===== src/hdl/csma_pkg.sv =====
// ----------------------------------------------------------------------------
// csma_pkg
// Shared types, codes and reset constants of the CSMA/CA MAC controller.
// ----------------------------------------------------------------------------
package csma_pkg;

  // Field widths
  localparam int unsigned TickW  = 16;
  localparam int unsigned CwW    = 10;
  localparam int unsigned RetryW = 4;
  localparam int unsigned RndW   = 10;
  localparam int unsigned CfgIdxW  = 3;
  localparam int unsigned CfgDataW = 16;

  // Fixed contention window for group-addressed frames
  localparam logic [CwW-1:0] CW_MULTICAST = 10'd31;

  // Configuration reset values
  localparam logic              RST_USE_ACK     = 1'b1;
  localparam logic [TickW-1:0]  RST_SLOT_TICKS  = 16'd20;
  localparam logic [TickW-1:0]  RST_SIFS_TICKS  = 16'd10;
  localparam logic [TickW-1:0]  RST_DIFS_TICKS  = 16'd50;
  localparam logic [TickW-1:0]  RST_ACK_TICKS   = 16'd300;
  localparam logic [CwW-1:0]    RST_CW_MIN      = 10'd31;
  localparam logic [CwW-1:0]    RST_CW_MAX      = 10'd1023;
  localparam logic [RetryW-1:0] RST_RETRY_LIMIT = 4'd7;

  // Input item kinds
  typedef enum logic [2:0] {
    KIND_TICK    = 3'd0,
    KIND_OFFER   = 3'd1,
    KIND_MEDIUM  = 3'd2,
    KIND_TX_DONE = 3'd3,
    KIND_RX      = 3'd4
  } kind_e;

  // Medium state codes (code three counts as busy)
  typedef enum logic [1:0] {
    MED_IDLE      = 2'd0,
    MED_BUSY      = 2'd1,
    MED_RECEIVING = 2'd2,
    MED_BUSY_ALT  = 2'd3
  } medium_e;

  // Result action codes
  typedef enum logic [2:0] {
    ACT_NONE          = 3'd0,
    ACT_SEND_DATA     = 3'd1,
    ACT_SEND_ACK      = 3'd2,
    ACT_DELIVER       = 3'd3,
    ACT_DROP_BAD      = 3'd4,
    ACT_DROP_NOT_OURS = 3'd5,
    ACT_SENT          = 3'd6,
    ACT_GIVEN_UP      = 3'd7
  } action_e;

  // Reported MAC state codes
  typedef enum logic [2:0] {
    MS_IDLE     = 3'd0,
    MS_DEFER    = 3'd1,
    MS_WAITDIFS = 3'd2,
    MS_BACKOFF  = 3'd3,
    MS_TRANSMIT = 3'd4,
    MS_WAITACK  = 3'd5,
    MS_RECEIVE  = 3'd6,
    MS_WAITSIFS = 3'd7
  } mac_state_e;

  // Control phase, one-hot
  typedef enum logic [7:0] {
    PH_IDLE     = 8'b0000_0001,
    PH_DEFER    = 8'b0000_0010,
    PH_WAITDIFS = 8'b0000_0100,
    PH_BACKOFF  = 8'b0000_1000,
    PH_TRANSMIT = 8'b0001_0000,
    PH_WAITACK  = 8'b0010_0000,
    PH_RECEIVE  = 8'b0100_0000,
    PH_WAITSIFS = 8'b1000_0000
  } phase_e;

  // Configuration register indexes
  typedef enum logic [CfgIdxW-1:0] {
    REG_USE_ACK     = 3'd0,
    REG_SLOT_TICKS  = 3'd1,
    REG_SIFS_TICKS  = 3'd2,
    REG_DIFS_TICKS  = 3'd3,
    REG_ACK_TICKS   = 3'd4,
    REG_CW_MIN      = 3'd5,
    REG_CW_MAX      = 3'd6,
    REG_RETRY_LIMIT = 3'd7
  } cfg_idx_e;

  typedef struct packed {
    logic [2:0]      kind;
    logic [1:0]      medium_state;
    logic [1:0]      dest_group;
    logic [RndW-1:0] random_value;
    logic            rx_fcs_ok;
    logic            rx_is_ack;
    logic            rx_broadcast;
    logic            rx_for_us;
  } in_item_t;

  typedef struct packed {
    logic [2:0]        action;
    logic [2:0]        mac_state;
    logic              ready_for_frame;
    logic              frame_rejected;
    logic [RetryW-1:0] retries_used;
  } res_item_t;

  typedef struct packed {
    logic [CfgIdxW-1:0]  index;
    logic [CfgDataW-1:0] data;
  } cfg_wr_t;

  typedef struct packed {
    logic              use_ack;
    logic [TickW-1:0]  slot_ticks;
    logic [TickW-1:0]  sifs_ticks;
    logic [TickW-1:0]  difs_ticks;
    logic [TickW-1:0]  ack_timeout_ticks;
    logic [CwW-1:0]    cw_min;
    logic [CwW-1:0]    cw_max;
    logic [RetryW-1:0] retry_limit;
  } cfg_t;

  // One-hot phase to reported state code
  function automatic logic [2:0] phase_code(phase_e ph);
    logic [2:0] code;
    case (ph)
      PH_IDLE:     code = MS_IDLE;
      PH_DEFER:    code = MS_DEFER;
      PH_WAITDIFS: code = MS_WAITDIFS;
      PH_BACKOFF:  code = MS_BACKOFF;
      PH_TRANSMIT: code = MS_TRANSMIT;
      PH_WAITACK:  code = MS_WAITACK;
      PH_RECEIVE:  code = MS_RECEIVE;
      PH_WAITSIFS: code = MS_WAITSIFS;
      default:     code = MS_IDLE;
    endcase
    return code;
  endfunction

endpackage


===== src/hdl/csma_stream_if.sv =====
// ----------------------------------------------------------------------------
// csma_stream_if
// Valid/ready channel carrying one payload item per handshake.
// ----------------------------------------------------------------------------
interface csma_stream_if #(
  parameter type payload_t = logic
);
  logic     valid;
  logic     ready;
  payload_t payload;

  modport source (output valid, output payload, input ready);
  modport sink   (input valid, input payload, output ready);
endinterface


===== src/hdl/csma_cfg.sv =====
// ----------------------------------------------------------------------------
// csma_cfg
// Configuration register file, written through its own valid/ready channel.
// ----------------------------------------------------------------------------
module csma_cfg (
  input  logic                 clk_i,
  input  logic                 rst_ni,
  csma_stream_if.sink          cfg_i,
  output csma_pkg::cfg_t       cfg_o
);

  csma_pkg::cfg_t cfg_q;

  // Writes are always taken
  assign cfg_i.ready = 1'b1;

  always_ff @(posedge clk_i or negedge rst_ni) begin
    if (!rst_ni) begin
      cfg_q.use_ack           <= csma_pkg::RST_USE_ACK;
      cfg_q.slot_ticks        <= csma_pkg::RST_SLOT_TICKS;
      cfg_q.sifs_ticks        <= csma_pkg::RST_SIFS_TICKS;
      cfg_q.difs_ticks        <= csma_pkg::RST_DIFS_TICKS;
      cfg_q.ack_timeout_ticks <= csma_pkg::RST_ACK_TICKS;
      cfg_q.cw_min            <= csma_pkg::RST_CW_MIN;
      cfg_q.cw_max            <= csma_pkg::RST_CW_MAX;
      cfg_q.retry_limit       <= csma_pkg::RST_RETRY_LIMIT;
    end else if (cfg_i.valid) begin
      case (cfg_i.payload.index)
        csma_pkg::REG_USE_ACK:     cfg_q.use_ack           <= cfg_i.payload.data[0];
        csma_pkg::REG_SLOT_TICKS:  cfg_q.slot_ticks        <= cfg_i.payload.data[15:0];
        csma_pkg::REG_SIFS_TICKS:  cfg_q.sifs_ticks        <= cfg_i.payload.data[15:0];
        csma_pkg::REG_DIFS_TICKS:  cfg_q.difs_ticks        <= cfg_i.payload.data[15:0];
        csma_pkg::REG_ACK_TICKS:   cfg_q.ack_timeout_ticks <= cfg_i.payload.data[15:0];
        csma_pkg::REG_CW_MIN:      cfg_q.cw_min            <= cfg_i.payload.data[9:0];
        csma_pkg::REG_CW_MAX:      cfg_q.cw_max            <= cfg_i.payload.data[9:0];
        csma_pkg::REG_RETRY_LIMIT: cfg_q.retry_limit       <= cfg_i.payload.data[3:0];
        default: ;
      endcase
    end
  end

  assign cfg_o = cfg_q;

endmodule


===== src/hdl/csma_slot_draw.sv =====
// ----------------------------------------------------------------------------
// csma_slot_draw
// Contention window selection and backoff slot draw: (rnd * (cw + 1)) >> 10.
// ----------------------------------------------------------------------------
module csma_slot_draw (
  input  logic [1:0]                  group_i,
  input  logic [csma_pkg::RetryW-1:0] retry_i,
  input  logic [csma_pkg::CwW-1:0]    cw_min_i,
  input  logic [csma_pkg::CwW-1:0]    cw_max_i,
  input  logic [csma_pkg::RndW-1:0]   rnd_i,
  output logic [csma_pkg::CwW-1:0]    slots_o
);

  // (cw_min + 1) << 15 needs 26 bits
  localparam int unsigned ExpW = csma_pkg::CwW + 16;

  logic [ExpW-1:0]             cw_base;
  logic [ExpW-1:0]             cw_exp;
  logic [csma_pkg::CwW-1:0]    cw;
  logic [csma_pkg::CwW:0]      cw_p1;
  logic [csma_pkg::RndW+csma_pkg::CwW:0] prod;

  // Binary exponential window, capped; fixed window for group frames
  always_comb begin
    cw_base = ExpW'(cw_min_i) + ExpW'(1);
    cw_exp  = (cw_base << retry_i) - ExpW'(1);
    if (group_i != 2'd0) begin
      cw = csma_pkg::CW_MULTICAST;
    end else if (cw_exp > ExpW'(cw_max_i)) begin
      cw = cw_max_i;
    end else begin
      cw = cw_exp[csma_pkg::CwW-1:0];
    end
  end

  assign cw_p1   = {1'b0, cw} + 11'd1;
  assign prod    = {1'b0, rnd_i} * cw_p1;
  assign slots_o = prod[csma_pkg::RndW+csma_pkg::CwW-1:csma_pkg::RndW];

endmodule


===== src/hdl/csma_core.sv =====
// ----------------------------------------------------------------------------
// csma_core
// MAC control state and the single-pass step logic for one item.
// ----------------------------------------------------------------------------
module csma_core (
  input  logic                    clk_i,
  input  logic                    rst_ni,
  input  logic                    step_i,
  input  csma_pkg::in_item_t      item_i,
  input  csma_pkg::cfg_t          cfg_i,
  output csma_pkg::res_item_t     res_o
);

  // State registers
  csma_pkg::phase_e               phase_q, phase_d;
  logic                           pend_q, pend_d;
  logic [1:0]                     grp_q, grp_d;
  logic [1:0]                     med_q, med_d;
  logic [csma_pkg::RetryW-1:0]    retry_q, retry_d;
  logic                           bval_q, bval_d;
  logic [csma_pkg::CwW-1:0]       slots_q, slots_d;
  logic [csma_pkg::TickW-1:0]     timer_q, timer_d;
  logic [csma_pkg::TickW-1:0]     stc_q, stc_d;

  // Values after the event itself, before idle resolution and entry
  csma_pkg::phase_e               ev_phase;
  logic                           ev_pend;
  logic [1:0]                     ev_grp;
  logic [1:0]                     ev_med;
  logic [csma_pkg::RetryW-1:0]    ev_retry;
  logic                           ev_bval;
  logic [csma_pkg::CwW-1:0]       ev_slots;
  logic [csma_pkg::TickW-1:0]     ev_timer;
  logic [csma_pkg::TickW-1:0]     ev_stc;
  logic                           ev_enter;
  csma_pkg::phase_e               ev_tgt;
  logic                           ev_draw;
  logic [2:0]                     ev_act;
  logic                           ev_rej;

  logic [csma_pkg::TickW-1:0]     tdec;
  logic                           texp;
  logic [csma_pkg::TickW-1:0]     stc_inc;
  logic [csma_pkg::CwW-1:0]       slots_dec;
  logic                           free_m;
  logic                           rx_m;
  csma_pkg::phase_e               access_tgt;
  logic [csma_pkg::CwW-1:0]       drawn;

  logic                           enter;
  csma_pkg::phase_e               tgt;
  logic [2:0]                     act;

  // Timer saturates at zero and expires on the tick that reads zero
  assign tdec      = (timer_q != '0) ? timer_q - 16'd1 : '0;
  assign texp      = (tdec == '0);
  assign stc_inc   = stc_q + 16'd1;
  assign slots_dec = slots_q - 10'd1;
  assign free_m    = (item_i.medium_state == csma_pkg::MED_IDLE);
  assign rx_m      = (item_i.medium_state == csma_pkg::MED_RECEIVING);

  // Phase of a fresh access attempt given the medium after the event
  assign access_tgt = (ev_med != csma_pkg::MED_IDLE) ? csma_pkg::PH_DEFER :
                      cfg_i.use_ack ? csma_pkg::PH_WAITDIFS : csma_pkg::PH_BACKOFF;

  // Event handling
  always_comb begin
    ev_phase = phase_q;
    ev_pend  = pend_q;
    ev_grp   = grp_q;
    ev_med   = med_q;
    ev_retry = retry_q;
    ev_bval  = bval_q;
    ev_slots = slots_q;
    ev_timer = timer_q;
    ev_stc   = stc_q;
    ev_enter = 1'b0;
    ev_tgt   = csma_pkg::PH_IDLE;
    ev_draw  = 1'b0;
    ev_act   = csma_pkg::ACT_NONE;
    ev_rej   = 1'b0;

    case (item_i.kind)
      csma_pkg::KIND_TICK: begin
        case (phase_q)
          csma_pkg::PH_WAITDIFS: begin
            ev_timer = tdec;
            if (texp) begin
              ev_enter = 1'b1;
              ev_tgt   = csma_pkg::PH_BACKOFF;
            end
          end
          csma_pkg::PH_BACKOFF: begin
            if (slots_q == '0) begin
              ev_enter = 1'b1;
              ev_tgt   = csma_pkg::PH_TRANSMIT;
            end else if (stc_inc >= cfg_i.slot_ticks) begin
              ev_stc   = '0;
              ev_slots = slots_dec;
              if (slots_dec == '0) begin
                ev_enter = 1'b1;
                ev_tgt   = csma_pkg::PH_TRANSMIT;
              end
            end else begin
              ev_stc = stc_inc;
            end
          end
          csma_pkg::PH_WAITACK: begin
            ev_timer = tdec;
            if (texp) begin
              if (retry_q >= cfg_i.retry_limit) begin
                ev_pend  = 1'b0;
                ev_bval  = 1'b0;
                ev_retry = '0;
                ev_act   = csma_pkg::ACT_GIVEN_UP;
              end else begin
                ev_retry = retry_q + 4'd1;
                ev_draw  = 1'b1;
              end
              ev_phase = csma_pkg::PH_IDLE;
            end
          end
          csma_pkg::PH_WAITSIFS: begin
            ev_timer = tdec;
            if (texp) begin
              ev_act   = csma_pkg::ACT_SEND_ACK;
              ev_phase = csma_pkg::PH_IDLE;
            end
          end
          default: ;
        endcase
      end

      // Access for an offer in idle starts through idle resolution
      csma_pkg::KIND_OFFER: begin
        if (pend_q) begin
          ev_rej = 1'b1;
        end else begin
          ev_pend  = 1'b1;
          ev_grp   = item_i.dest_group;
          ev_bval  = 1'b0;
          ev_retry = '0;
        end
      end

      csma_pkg::KIND_MEDIUM: begin
        ev_med = item_i.medium_state;
        case (phase_q)
          csma_pkg::PH_DEFER: begin
            if (free_m) begin
              ev_enter = 1'b1;
              ev_tgt   = cfg_i.use_ack ? csma_pkg::PH_WAITDIFS : csma_pkg::PH_BACKOFF;
            end else if (rx_m) begin
              ev_enter = 1'b1;
              ev_tgt   = csma_pkg::PH_RECEIVE;
            end
          end
          csma_pkg::PH_WAITDIFS,
          csma_pkg::PH_BACKOFF: begin
            if (rx_m) begin
              ev_enter = 1'b1;
              ev_tgt   = csma_pkg::PH_RECEIVE;
            end else if (!free_m) begin
              ev_enter = 1'b1;
              ev_tgt   = csma_pkg::PH_DEFER;
            end
          end
          default: ;
        endcase
      end

      csma_pkg::KIND_TX_DONE: begin
        if (phase_q == csma_pkg::PH_TRANSMIT) begin
          if (grp_q != 2'd0 || !cfg_i.use_ack) begin
            ev_pend  = 1'b0;
            ev_bval  = 1'b0;
            ev_retry = '0;
            ev_act   = csma_pkg::ACT_SENT;
            ev_phase = csma_pkg::PH_IDLE;
          end else begin
            ev_enter = 1'b1;
            ev_tgt   = csma_pkg::PH_WAITACK;
          end
        end
      end

      csma_pkg::KIND_RX: begin
        if (phase_q == csma_pkg::PH_WAITACK) begin
          if (item_i.rx_fcs_ok && item_i.rx_for_us && item_i.rx_is_ack) begin
            ev_pend  = 1'b0;
            ev_bval  = 1'b0;
            ev_retry = '0;
            ev_act   = csma_pkg::ACT_SENT;
            ev_phase = csma_pkg::PH_IDLE;
          end
        end else if (phase_q == csma_pkg::PH_RECEIVE) begin
          ev_phase = csma_pkg::PH_IDLE;
          if (!item_i.rx_fcs_ok) begin
            ev_act = csma_pkg::ACT_DROP_BAD;
          end else if (item_i.rx_is_ack) begin
            ev_act = csma_pkg::ACT_NONE;
          end else if (item_i.rx_broadcast) begin
            ev_act = csma_pkg::ACT_DELIVER;
          end else if (item_i.rx_for_us) begin
            ev_act = csma_pkg::ACT_DELIVER;
            if (cfg_i.use_ack) begin
              ev_enter = 1'b1;
              ev_tgt   = csma_pkg::PH_WAITSIFS;
            end
          end else begin
            ev_act = csma_pkg::ACT_DROP_NOT_OURS;
          end
        end
      end

      default: ;
    endcase
  end

  // One slot draw per item, from the group and retry count after the event
  csma_slot_draw u_draw (
    .group_i  (ev_grp),
    .retry_i  (ev_retry),
    .cw_min_i (cfg_i.cw_min),
    .cw_max_i (cfg_i.cw_max),
    .rnd_i    (item_i.random_value),
    .slots_o  (drawn)
  );

  // Idle resolution and phase entry effects
  always_comb begin
    pend_d  = ev_pend;
    grp_d   = ev_grp;
    med_d   = ev_med;
    retry_d = ev_retry;
    bval_d  = ev_bval;
    slots_d = ev_slots;
    timer_d = ev_timer;
    stc_d   = ev_stc;
    act     = ev_act;
    enter   = ev_enter;
    tgt     = ev_tgt;

    if (ev_draw) begin
      slots_d = drawn;
      bval_d  = 1'b1;
    end

    if (!ev_enter && ev_phase == csma_pkg::PH_IDLE) begin
      if (ev_med == csma_pkg::MED_RECEIVING) begin
        enter = 1'b1;
        tgt   = csma_pkg::PH_RECEIVE;
      end else if (ev_pend) begin
        enter = 1'b1;
        tgt   = access_tgt;
      end
    end

    phase_d = enter ? tgt : ev_phase;

    if (enter) begin
      case (tgt)
        csma_pkg::PH_WAITDIFS: timer_d = cfg_i.difs_ticks;
        csma_pkg::PH_BACKOFF: begin
          if (!bval_d) begin
            slots_d = drawn;
            bval_d  = 1'b1;
          end
          stc_d = '0;
        end
        csma_pkg::PH_TRANSMIT: begin
          bval_d = 1'b0;
          act    = csma_pkg::ACT_SEND_DATA;
        end
        csma_pkg::PH_WAITACK:  timer_d = cfg_i.ack_timeout_ticks;
        csma_pkg::PH_WAITSIFS: timer_d = cfg_i.sifs_ticks;
        default: ;
      endcase
    end
  end

  // Result of this item, from the state it leaves behind
  assign res_o.action          = act;
  assign res_o.mac_state       = csma_pkg::phase_code(phase_d);
  assign res_o.ready_for_frame = (phase_d == csma_pkg::PH_IDLE) && !pend_d;
  assign res_o.frame_rejected  = ev_rej;
  assign res_o.retries_used    = retry_d;

  always_ff @(posedge clk_i or negedge rst_ni) begin
    if (!rst_ni) begin
      phase_q <= csma_pkg::PH_IDLE;
      pend_q  <= 1'b0;
      grp_q   <= '0;
      med_q   <= csma_pkg::MED_IDLE;
      retry_q <= '0;
      bval_q  <= 1'b0;
      slots_q <= '0;
      timer_q <= '0;
      stc_q   <= '0;
    end else if (step_i) begin
      phase_q <= phase_d;
      pend_q  <= pend_d;
      grp_q   <= grp_d;
      med_q   <= med_d;
      retry_q <= retry_d;
      bval_q  <= bval_d;
      slots_q <= slots_d;
      timer_q <= timer_d;
      stc_q   <= stc_d;
    end
  end

endmodule


===== src/hdl/csma_ca_mac_controller.sv =====
// ----------------------------------------------------------------------------
// csma_ca_mac_controller
// CSMA/CA MAC control machine with binary exponential backoff.
// ----------------------------------------------------------------------------
// Each input item (tick, frame offer, medium change, end of transmission or
// received frame) gives exactly one result item: action code, MAC state after
// the item, ready-for-frame, offer-rejected flag and retry count. Items are
// taken one per clock unless the result stalls: an input register feeds
// one pass of the state machine, slot draw multiplier and counters, and the
// result lands in an output register; the MAC state updates at that same
// edge, so the next item sees it at once. A stalled result holds the
// pipeline without losing items. Configuration writes are taken every cycle
// and must be issued only while no item is in flight.
// ----------------------------------------------------------------------------
module csma_ca_mac_controller (
  input  logic          clk_i,
  input  logic          rst_ni,
  csma_stream_if.sink   in_i,
  csma_stream_if.source res_o,
  csma_stream_if.sink   cfg_i
);

  csma_pkg::cfg_t      cfg;
  logic                in_vld_q;
  csma_pkg::in_item_t  in_item_q;
  logic                out_vld_q;
  csma_pkg::res_item_t out_item_q;
  csma_pkg::res_item_t step_res;
  logic                adv;

  csma_cfg u_cfg (
    .clk_i  (clk_i),
    .rst_ni (rst_ni),
    .cfg_i  (cfg_i),
    .cfg_o  (cfg)
  );

  // Pipeline moves when the result register is empty or being drained
  assign adv        = !out_vld_q || res_o.ready;
  assign in_i.ready = !in_vld_q || adv;

  // Input register
  always_ff @(posedge clk_i or negedge rst_ni) begin
    if (!rst_ni) begin
      in_vld_q <= 1'b0;
    end else if (in_i.ready) begin
      in_vld_q <= in_i.valid;
    end
  end

  always_ff @(posedge clk_i) begin
    if (in_i.valid && in_i.ready) begin
      in_item_q <= in_i.payload;
    end
  end

  csma_core u_core (
    .clk_i  (clk_i),
    .rst_ni (rst_ni),
    .step_i (in_vld_q && adv),
    .item_i (in_item_q),
    .cfg_i  (cfg),
    .res_o  (step_res)
  );

  // Result register
  always_ff @(posedge clk_i or negedge rst_ni) begin
    if (!rst_ni) begin
      out_vld_q <= 1'b0;
    end else if (adv) begin
      out_vld_q <= in_vld_q;
    end
  end

  always_ff @(posedge clk_i) begin
    if (in_vld_q && adv) begin
      out_item_q <= step_res;
    end
  end

  assign res_o.valid   = out_vld_q;
  assign res_o.payload = out_item_q;

`ifndef SYNTHESIS
  // An item waiting in the input register is never dropped by a stall
  a_in_held : assert property (@(posedge clk_i) disable iff (!rst_ni)
    (in_vld_q && !adv) |=> in_vld_q)
    else $error("input item lost while result stalled");

  // A rejected offer leaves the pending frame in place
  a_reject : assert property (@(posedge clk_i) disable iff (!rst_ni)
    (out_vld_q && out_item_q.frame_rejected) |->
      (out_item_q.action == csma_pkg::ACT_NONE && !out_item_q.ready_for_frame))
    else $error("rejected offer changed action or readiness");

  // Data is sent only on entry to transmit
  a_send_data : assert property (@(posedge clk_i) disable iff (!rst_ni)
    (out_vld_q && out_item_q.action == csma_pkg::ACT_SEND_DATA) |->
      (out_item_q.mac_state == csma_pkg::MS_TRANSMIT))
    else $error("send data outside transmit");
`endif

endmodule


===== src/flat_wrapper.sv =====
// flat-port wrapper written by rule: the top's interface ports become plain ports
module csma_ca_mac_controller_flat import csma_pkg::*;
  (clk_i, rst_ni, in_i_valid, in_i_payload, in_i_ready, res_o_valid, res_o_payload, res_o_ready, cfg_i_valid, cfg_i_payload, cfg_i_ready);
  csma_stream_if #(.payload_t(in_item_t)) in_i_i ();
  csma_stream_if #(.payload_t(res_item_t)) res_o_i ();
  csma_stream_if #(.payload_t(cfg_wr_t)) cfg_i_i ();
  input  logic clk_i;
  input  logic rst_ni;
  input wire logic [$bits(in_i_i.valid)-1:0] in_i_valid;
  input wire logic [$bits(in_i_i.payload)-1:0] in_i_payload;
  output wire logic [$bits(in_i_i.ready)-1:0] in_i_ready;
  output wire logic [$bits(res_o_i.valid)-1:0] res_o_valid;
  output wire logic [$bits(res_o_i.payload)-1:0] res_o_payload;
  input wire logic [$bits(res_o_i.ready)-1:0] res_o_ready;
  input wire logic [$bits(cfg_i_i.valid)-1:0] cfg_i_valid;
  input wire logic [$bits(cfg_i_i.payload)-1:0] cfg_i_payload;
  output wire logic [$bits(cfg_i_i.ready)-1:0] cfg_i_ready;
  assign in_i_i.valid = in_i_valid;
  assign in_i_i.payload = in_i_payload;
  assign in_i_ready = in_i_i.ready;
  assign res_o_valid = res_o_i.valid;
  assign res_o_payload = res_o_i.payload;
  assign res_o_i.ready = res_o_ready;
  assign cfg_i_i.valid = cfg_i_valid;
  assign cfg_i_i.payload = cfg_i_payload;
  assign cfg_i_ready = cfg_i_i.ready;
  csma_ca_mac_controller u_core (.clk_i(clk_i), .rst_ni(rst_ni), .in_i(in_i_i), .res_o(res_o_i), .cfg_i(cfg_i_i));
endmodule

===== config.mk =====
export PLATFORM = sky130hd
export DESIGN_NAME = csma_ca_mac_controller_flat
export DESIGN_NICKNAME = d
export VERILOG_FILES = /design/src/hdl/csma_pkg.sv /design/src/hdl/csma_stream_if.sv /design/src/hdl/csma_cfg.sv /design/src/hdl/csma_slot_draw.sv /design/src/hdl/csma_core.sv /design/src/hdl/csma_ca_mac_controller.sv /design/src/flat_wrapper.sv
export SDC_FILE = /design/constraint.sdc
export NUM_CORES = 1
export LEC_CHECK = 0
export BUFFER_PORTS_ARGS = -buffer_cell sky130_fd_sc_hd__clkbuf_2
export CORE_MARGIN = 3
export CORE_UTILIZATION = 40
export CTS_BUF_LIST = sky130_fd_sc_hd__clkbuf_2
export DETAILED_ROUTE_END_ITERATION = 10
export PLACE_DENSITY = 0.59
export SETUP_SLACK_MARGIN = 0.5
export SYNTH_ARGS = -nofsm -noshare
export SYNTH_HDL_FRONTEND = slang
export SYNTH_SLANG_ARGS = --single-unit

===== constraint.sdc =====
create_clock -name clk_i -period 12.45 [get_ports clk_i]
set_input_delay 1.8675 -clock clk_i [delete_from_list [all_inputs] [get_ports clk_i]]
set_output_delay 1.8675 -clock clk_i [all_outputs]
set_load 0.01 [all_outputs]

=== Word-level counts from Yosys, hierarchy flattened ===
Index checks and enable logic that the tools add are counted.
W data, S select, Z words.

* Flip-flop bits (word level): 184
* Output and inout port bits: 15
* Word-level logic and storage cells: 245

* $add $sub $neg: 7
* Multipliers: 1
* $lt $le $gt $ge: 3
* Equality and inequality tests: 34
* Shift-type cells: 1
* Mux-type cells: 132
* Reductions and logical operators: 35

{| class="wikitable"
|+ Operators by type and width
! cell !! number
|-
| $mux W16 || 10
|-
| $mux W8 || 19
|-
| $mux W10 || 10
|-
| $pmux W16 S3 || 1
|-
| $mux W1 || 42
|-
| $mux W4 || 10
|-
| $mux W3 || 13
|-
| $pmux W8 S4 || 1
|-
| $gt A26 B10 Y1 || 1
|-
| $shl A11 B4 Y26 || 1
|-
| $sub A26 B1 Y26 const B || 1
|-
| $eq A8 B3 Y1 const B || 3
|-
| $eq A8 B4 Y1 const B || 3
|-
| $eq A8 B5 Y1 const B || 3
|-
| $eq A8 B6 Y1 const B || 3
|-
| $eq A8 B8 Y1 const B || 3
|-
| $pmux W8 S3 || 1
|-
| $add A10 B1 Y11 const B || 2
|-
| $mux W7 || 3
|-
| $pmux W3 S7 || 1
|-
| $logic_not A10 Y1 || 2
|-
| $mul A10 B11 Y20 || 1
|-
| $add A16 B1 Y16 const B || 1
|-
| $eq A8 B1 Y1 const B || 2
|-
| other kinds (32) || 76
|}

=== Longest topological paths before layout ===
* Depth in word-level cells: 17
* Gate-level depth with buffers: 64
* Depth with buffers taken out: 60

=== Modules after synthesis ===
From an unflattened synthesis, not the netlist that was laid out.

* Cells, all modules: 1762
* Area, all modules: 16557.1 um^2

{| class="wikitable"
|+ By module, submodules not included
! module !! times used !! cells each !! area each (um^2) !! seq. area each (um^2)
|-
| csma_core || 1 || 771 || 6097.1 || 1502.7
|-
| csma_slot_draw || 1 || 753 || 5791.8 || 0.0
|-
| csma_cfg || 1 || 197 || 3573.4 || 2264.7
|-
| csma_ca_mac_controller || 1 || 41 || 1094.8 || 1041.0
|}

=== Worst setup path before layout ===
Ideal clock, no wire load.

* Path kind: register to register
* Start point: reg u_core.u_core.retry_q[0] in the netlist's numbering
* End point: reg u_core.u_core.slots_q[9] in the netlist's numbering
* Setup time: 96 ps
* Data arrival time: 11864 ps
* Required time: 12354 ps
* Slack: 490 ps
* Stages on the path, launching flop included: 58
* Buffers on the path: 3
* Clock period less this slack: 11960 ps
* Cell sequence: dfrtp_1 -> inv_1 -> ha_1 -> nand2b_1 -> a2111oi_0 -> nor2_1 -> or4_1 -> o32ai_1 -> nor2_1 -> inv_1 -> buf_2 -> buf_2 -> nor2_1 -> nand4_1 -> ha_1 -> o21ai_0 -> nor3_1 -> xnor2_1 -> (+22 left out) -> inv_1 -> fa_1 -> inv_1 -> ha_1 -> nor2b_1 -> o21ai_0 -> nand2b_1 -> a21oi_1 -> nor2b_1 -> a211o_1 -> a21o_1 -> a21oi_1 -> nor2b_1 -> nor3_1 -> a31oi_1 -> o41ai_1 -> xnor2_1 -> o31ai_1

{| class="wikitable"
|+ RTL lines
! element !! line !! source
|-
| start, declared || csma_core.sv:19 || <nowiki>logic [csma_pkg::RetryW-1:0] retry_q, retry_d;</nowiki>
|-
| start signal, assigned || csma_core.sv:305 || <nowiki>retry_q <= retry_d;</nowiki>
|-
| end signal, assigned || csma_core.sv:307 || <nowiki>slots_q <= slots_d;</nowiki>
|-
| end, declared || csma_core.sv:21 || <nowiki>logic [csma_pkg::CwW-1:0] slots_q, slots_d;</nowiki>
|}

=== Worst setup path after layout ===
* Start point: reg u_core.u_core.timer_q[0] in the netlist's numbering
* End point: reg u_core.u_core.slots_q[8] in the netlist's numbering

* Word-level cells in the longest chain between the ends: 17
* Elaborated cells on any way between the ends: 47

{| class="wikitable"
|+ RTL lines
! element !! line !! source
|-
| start, declared || csma_core.sv:22 || <nowiki>logic [csma_pkg::TickW-1:0] timer_q, timer_d;</nowiki>
|-
| start signal, assigned || csma_core.sv:308 || <nowiki>timer_q <= timer_d;</nowiki>
|-
| $sub A16 B1 Y16 / $reduce_bool A16 Y1 (equally long branches) || csma_core.sv:55 || <nowiki>assign tdec = (timer_q != '0) ? timer_q - 16'd1 : '0;</nowiki>
|-
| $mux W16 * || csma_core.sv:55 ||
|-
| $logic_not A16 Y1 * || csma_core.sv:56 || <nowiki>assign texp = (tdec == '0);</nowiki>
|-
| $mux W4 || csma_core.sv:110 || <nowiki>if (texp) begin</nowiki>
|-
| $mux W4 || csma_core.sv:85 || <nowiki>case (phase_q)</nowiki>
|-
| $pmux W4 S4 || csma_core.sv:83 || <nowiki>case (item_i.kind)</nowiki>
|-
| $shl A11 B4 Y26 || csma_slot_draw.sv:26 || <nowiki>cw_exp = (cw_base << retry_i) - ExpW'(1);</nowiki>
|-
| $sub A26 B1 Y26 || csma_slot_draw.sv:26 ||
|-
| $gt A26 B10 Y1 || csma_slot_draw.sv:29 || <nowiki>end else if (cw_exp > ExpW'(cw_max_i)) begin</nowiki>
|-
| $mux W10 || csma_slot_draw.sv:29 ||
|-
| $mux W10 || csma_slot_draw.sv:27 || <nowiki>if (group_i != 2'd0) begin</nowiki>
|-
| $add A10 B1 Y11 || csma_slot_draw.sv:36 || <nowiki>assign cw_p1 = {1'b0, cw} + 11'd1;</nowiki>
|-
| $mul A10 B11 Y20 || csma_slot_draw.sv:37 || <nowiki>assign prod = {1'b0, rnd_i} * cw_p1;</nowiki>
|-
| $mux W10 || csma_core.sv:244 || <nowiki>if (ev_draw) begin</nowiki>
|-
| $mux W10 || csma_core.sv:265 || <nowiki>if (!bval_d) begin</nowiki>
|-
| $mux W10 || csma_core.sv:262 || <nowiki>case (tgt)</nowiki>
|-
| $mux W10 * || csma_core.sv:261 || <nowiki>if (enter) begin</nowiki>
|}

Mark *: on every way between the ends. The rest lies on a longest branch, timed or not.
A chain may end at the register's enable or synchronous reset.

==> out/qor.txt <==
POWER
--------------------------------------------------------------------------------------
Sw power                                                                       2.57 mW
Sw Share                                                                         0.500
Leakage power                                                                  8.04 nW
Relative contribution of combinational cells to total power                      0.784
Worst supply voltage drop on vdd                                              0.402 mV
Power density over the cells                                                282 mW/mm²
Relative contribution of sequential cells to total power                         0.149
Overall power after layout                                                     5.13 mW
Internal power consumption                                                     2.56 mW
Clock share of power                                                             0.067

WORST SETUP PATH
--------------------------------------------------------------------------------------
Kind of launch point of the worst setup path                                 flip-flop
Data required time at the worst endpoint                                      13190 ps
Peak per-stage delay on the critical path                                       550 ps
Worst setup EP type                                                          flip-flop
CP arrival                                                                    12440 ps
CP startpoint                                                             u_core.u_core.timer_q[0]
RR Startpoint                                                             u_core.u_core.timer_q[0]
Maximum fanout along the worst path                                                  6
Kind of critical path                                                          reg2reg
Slowest stage cell, crit path                                                     fa_1
Most used cell along the critical path                                            fa_1

DIE
--------------------------------------------------------------------------------------
Area of the core                                                            0.0382 mm²
Die width                                                                       204 µm
Y dimension of the die                                                          204 µm
Starting Density                                                                 0.411
DIE AREA                                                                    0.0417 mm²
Ports                                                                               60
Number of placement rows                                                            71

DETAILED ROUTING
--------------------------------------------------------------------------------------
Total via count after detailed routing                                           13600
Total iterations of the first detailed-routing run                                   5
Antenna-violating nets left                                                          0
Vias per cell                                                                     5.81
Routed wire length                                                            45100 µm
Drt drc                                                                              0
Iteration-0 DRC count of the detailed router                                      1214
Detailed-route wire length per cell                                            19.3 µm

STA
--------------------------------------------------------------------------------------
Hold Violations, Final                                                               0
Peak clock frequency supported by timing                                      85.4 MHz
Ratio of final minimum period to clock period                                    0.940
Crit path time final                                                          11710 ps
Setup_tns                                                                         0 ps
Setup repair after global routing missed its margin                                yes
Rel. slew slack                                                                  0.135
Slew of the pin with the lowest slew margin                                    1290 ps
Setup violations, final                                                              0
Slew Limit Fails                                                                     0
Setup clock skew after layout                                                  63.6 ps

LAYOUT
--------------------------------------------------------------------------------------
Area added between synthesis and finish                                          15.5%
Fraction of layout cells with a size suffix above 1                              0.259
Final Instance Count excl. Fillers                                                2338
Multi-input logic area                                                      0.0107 mm²
Number of filler instances in the final layout                                    3700
Post-route cell area                                                        0.0182 mm²
Utilization of the core after routing                                            0.475
Area of all sequential standard cells                                      0.00482 mm²
Number of nets in the finished design                                             2012

LOGIC SYNTHESIS
--------------------------------------------------------------------------------------
Cells taking the most area after synthesis                                dfrtp_1 (19%), fa_1 (8.7%), ha_1 (7.2%), edfxtp_1 (6.3%), mux2_2 (5.7%)
Number of flops mapped to enable cells by yosys                                     33
Post-synth top area cell                                                       dfrtp_1
Total of warnings raised by yosys                                                    0
Net count after synthesis                                                         1885
Flip-flop and latch count after synthesis                                          184
Leading cell type by number of instances after synthesis                       nand2_1
Prevailing post-synth register cell                                            dfrtp_1
Sequential element share of the synthesized area                                 0.306
Async SR Flop Fraction                                                           0.821
Gate count of the mapped netlist                                                  1682
Top cells by count, synth                                                 nand2_1 (159), inv_1 (125), dfrtp_1 (120)
Yosys top cell area share                                                        0.191
Post-Syn Area per Cell                                                        9.34 µm²
Summed instance area of the synthesized netlist                             0.0157 mm²
Number of distinct standard cells referenced by the synthesized netlist            108

PLACE
--------------------------------------------------------------------------------------
Final estimated routing congestion in global placement                           0.916
Detailed-placement wirelength estimate                                        33400 µm
Quantity of I/O buffers inserted on ports                                           58
Total placed cells including tap cells                                            2248
Cell Area, Placed                                                           0.0169 mm²

GLOBAL ROUTE
--------------------------------------------------------------------------------------
Pin count of the biggest net entering global routing                                86
Antenna violations before repair                                                     6
Global route total overflow                                                          0
Via count of the first global-routing pass                                       13400
Global-route wire length before repair                                        72700 µm
Overall routing resource usage                                                   0.217

RUN STATUS
--------------------------------------------------------------------------------------
Outcome                                                                   finished, final reports clean

CLOCK NETWORK
--------------------------------------------------------------------------------------
Total number of H-tree levels                                                        4
Clock Root Buffer                                                             clkbuf_2
Maximum root-to-sink buffer count                                                    2
Number of buffers added by the clock tree synthesis step                            17
Count of clock tree sinks                                                          184
Clk Latency, worst-skew pair                                                    870 ps
Register clock-pin slew on the reported worst setup and hold paths              290 ps
Post-CTS Hold Buffers                                                                0
Clock tree from TritonCTS                                                         done

RUN
--------------------------------------------------------------------------------------
Max-cap violation count                                                              0

MIN PATH
--------------------------------------------------------------------------------------
Kind of path behind the tightest hold check                                    reg2reg
Origin of the worst min-delay path                                        u_core.u_cfg.cfg_o[55]

==> sequential cells by signal (all words and copies together) (netlist names), 2 cells and up <==
name and count:
u_core.u_core.phase_q 8, u_core.u_core.med_q 2, u_core.u_core.retry_q 4, u_core.u_core.slots_q 10
u_core.in_item_q 21, u_core.u_core.grp_q 2, u_core.res_o.payload 12, u_core.u_core.timer_q 16
u_core.u_core.stc_q 16, u_core.u_cfg.cfg_o 89
==> power by group through the flow <==
stage | Combinational [mW] | Clock [mW] | Sequential [mW]
6_report | 4.02 | 0.343 | 0.764
3_3_place_gp | 3.41 | 0 | 0.771
3_5_place_dp | 3.45 | 0 | 0.774
5_1_grt | 4.51 | 0.380 | 0.774
4_1_cts | 3.69 | 0.359 | 0.763
2_1_floorplan | 2.56 | 0 | 0.753
==> cell usage in the layout, fill, tap and decap left out, drive strengths merged, types with 19 or more instances in the layout <==
master  instances
dfstp          31
nor2b          20
and3           28
nand4          27
a21oi          79
or3            21
fa             68
buf           119
clkbuf         74
edfxtp         33
a21o           25
nand2         159
xor2           22
a211oi         19
and2           50
mux2           81
xnor2          36
nor3           45
inv           135
ha             90
o21ai         107
o21a           21
dfrtp         120
nand3          62
nor2           88
o211ai         19
==> metrics by stage <==
stage / worst slack, ps / hold WS (ps)
floorplan: 569 / 457
global placement: 165 / 485
detailed placement: -253 / 488
CTS: 502 / 544
global route: 286 / 555
finish: 742 / 538
==> cell families (layout without fill, tap and decap cells) <==
family	count (synthesis)	after routing	synth area share
buf+inv	194	334	0.0495
other cells	1	6	0.000239
fa+ha+maj	158	158	0.158
simple gates	586	586	0.203
xor+xnor	58	58	0.0354
mux	90	90	0.0645
flops	184	184	0.306
compound gates	411	411	0.183
==> per-layer routing <==
| metal | global-route usage | share of wire | up-vias |
|---|---|---|---|
| met4 | 0.0718 | 0.028 | 2 |
| met3 | 0.0333 | 0.053 | 66 |
| met5 | 0 | 0.00029 | - |
| li1 | - | - | 6368 |
| met2 | 0.351 | 0.47 | 406 |
| met1 | 0.298 | 0.45 | 6751 |
==> timing repair <==
item	CTS	global route
buffers inserted	27	26
resized for setup	76	58
endpoints found under the setup margin	8	9
pin swaps	30	42
cloned	0	0
==> critical path, delay by kind of cell (launching register included) <==
| kind | cells | cell delay, ps |
|---|---|---|
| XOR/XNOR | 3 | 530 |
| AO/OA/AOI/OAI | 21 | 3950 |
| flip-flops | 1 | 490 |
| AND/OR/NAND/NOR | 15 | 2840 |
| adder cells (fa/ha/maj) | 8 | 3350 |
| buffers and inverters | 5 | 430 |
==> worst paths after layout <==
path,end,slack [ps],depth (start not counted)
max reg2reg,u_core.u_core.slots_q[8],740,52
max in group asynchronous,u_core.u_core.timer_q[0],9990,2
min reg2reg,u_core.u_cfg.cfg_o[55],540,1
max,u_core.u_core.slots_q[8],740,52
min in group asynchronous,u_core.u_cfg.cfg_o[78],1020,1
min,u_core.u_cfg.cfg_o[55],540,1
==> area by class of cell <==
type / instances / share of cell area
multi-input cells: 1304 / 0.590
flip-flops and latches: 184 / 0.265
repair buffers: 176 / 0.0679
well taps: 511 / 0.0352
inverters: 126 / 0.0262
clock inverters: 15 / 0.00999
clock buffers: 17 / 0.00468
diodes: 5 / 0.000689
No activity file was read; power rests on OpenSTA's default activity.
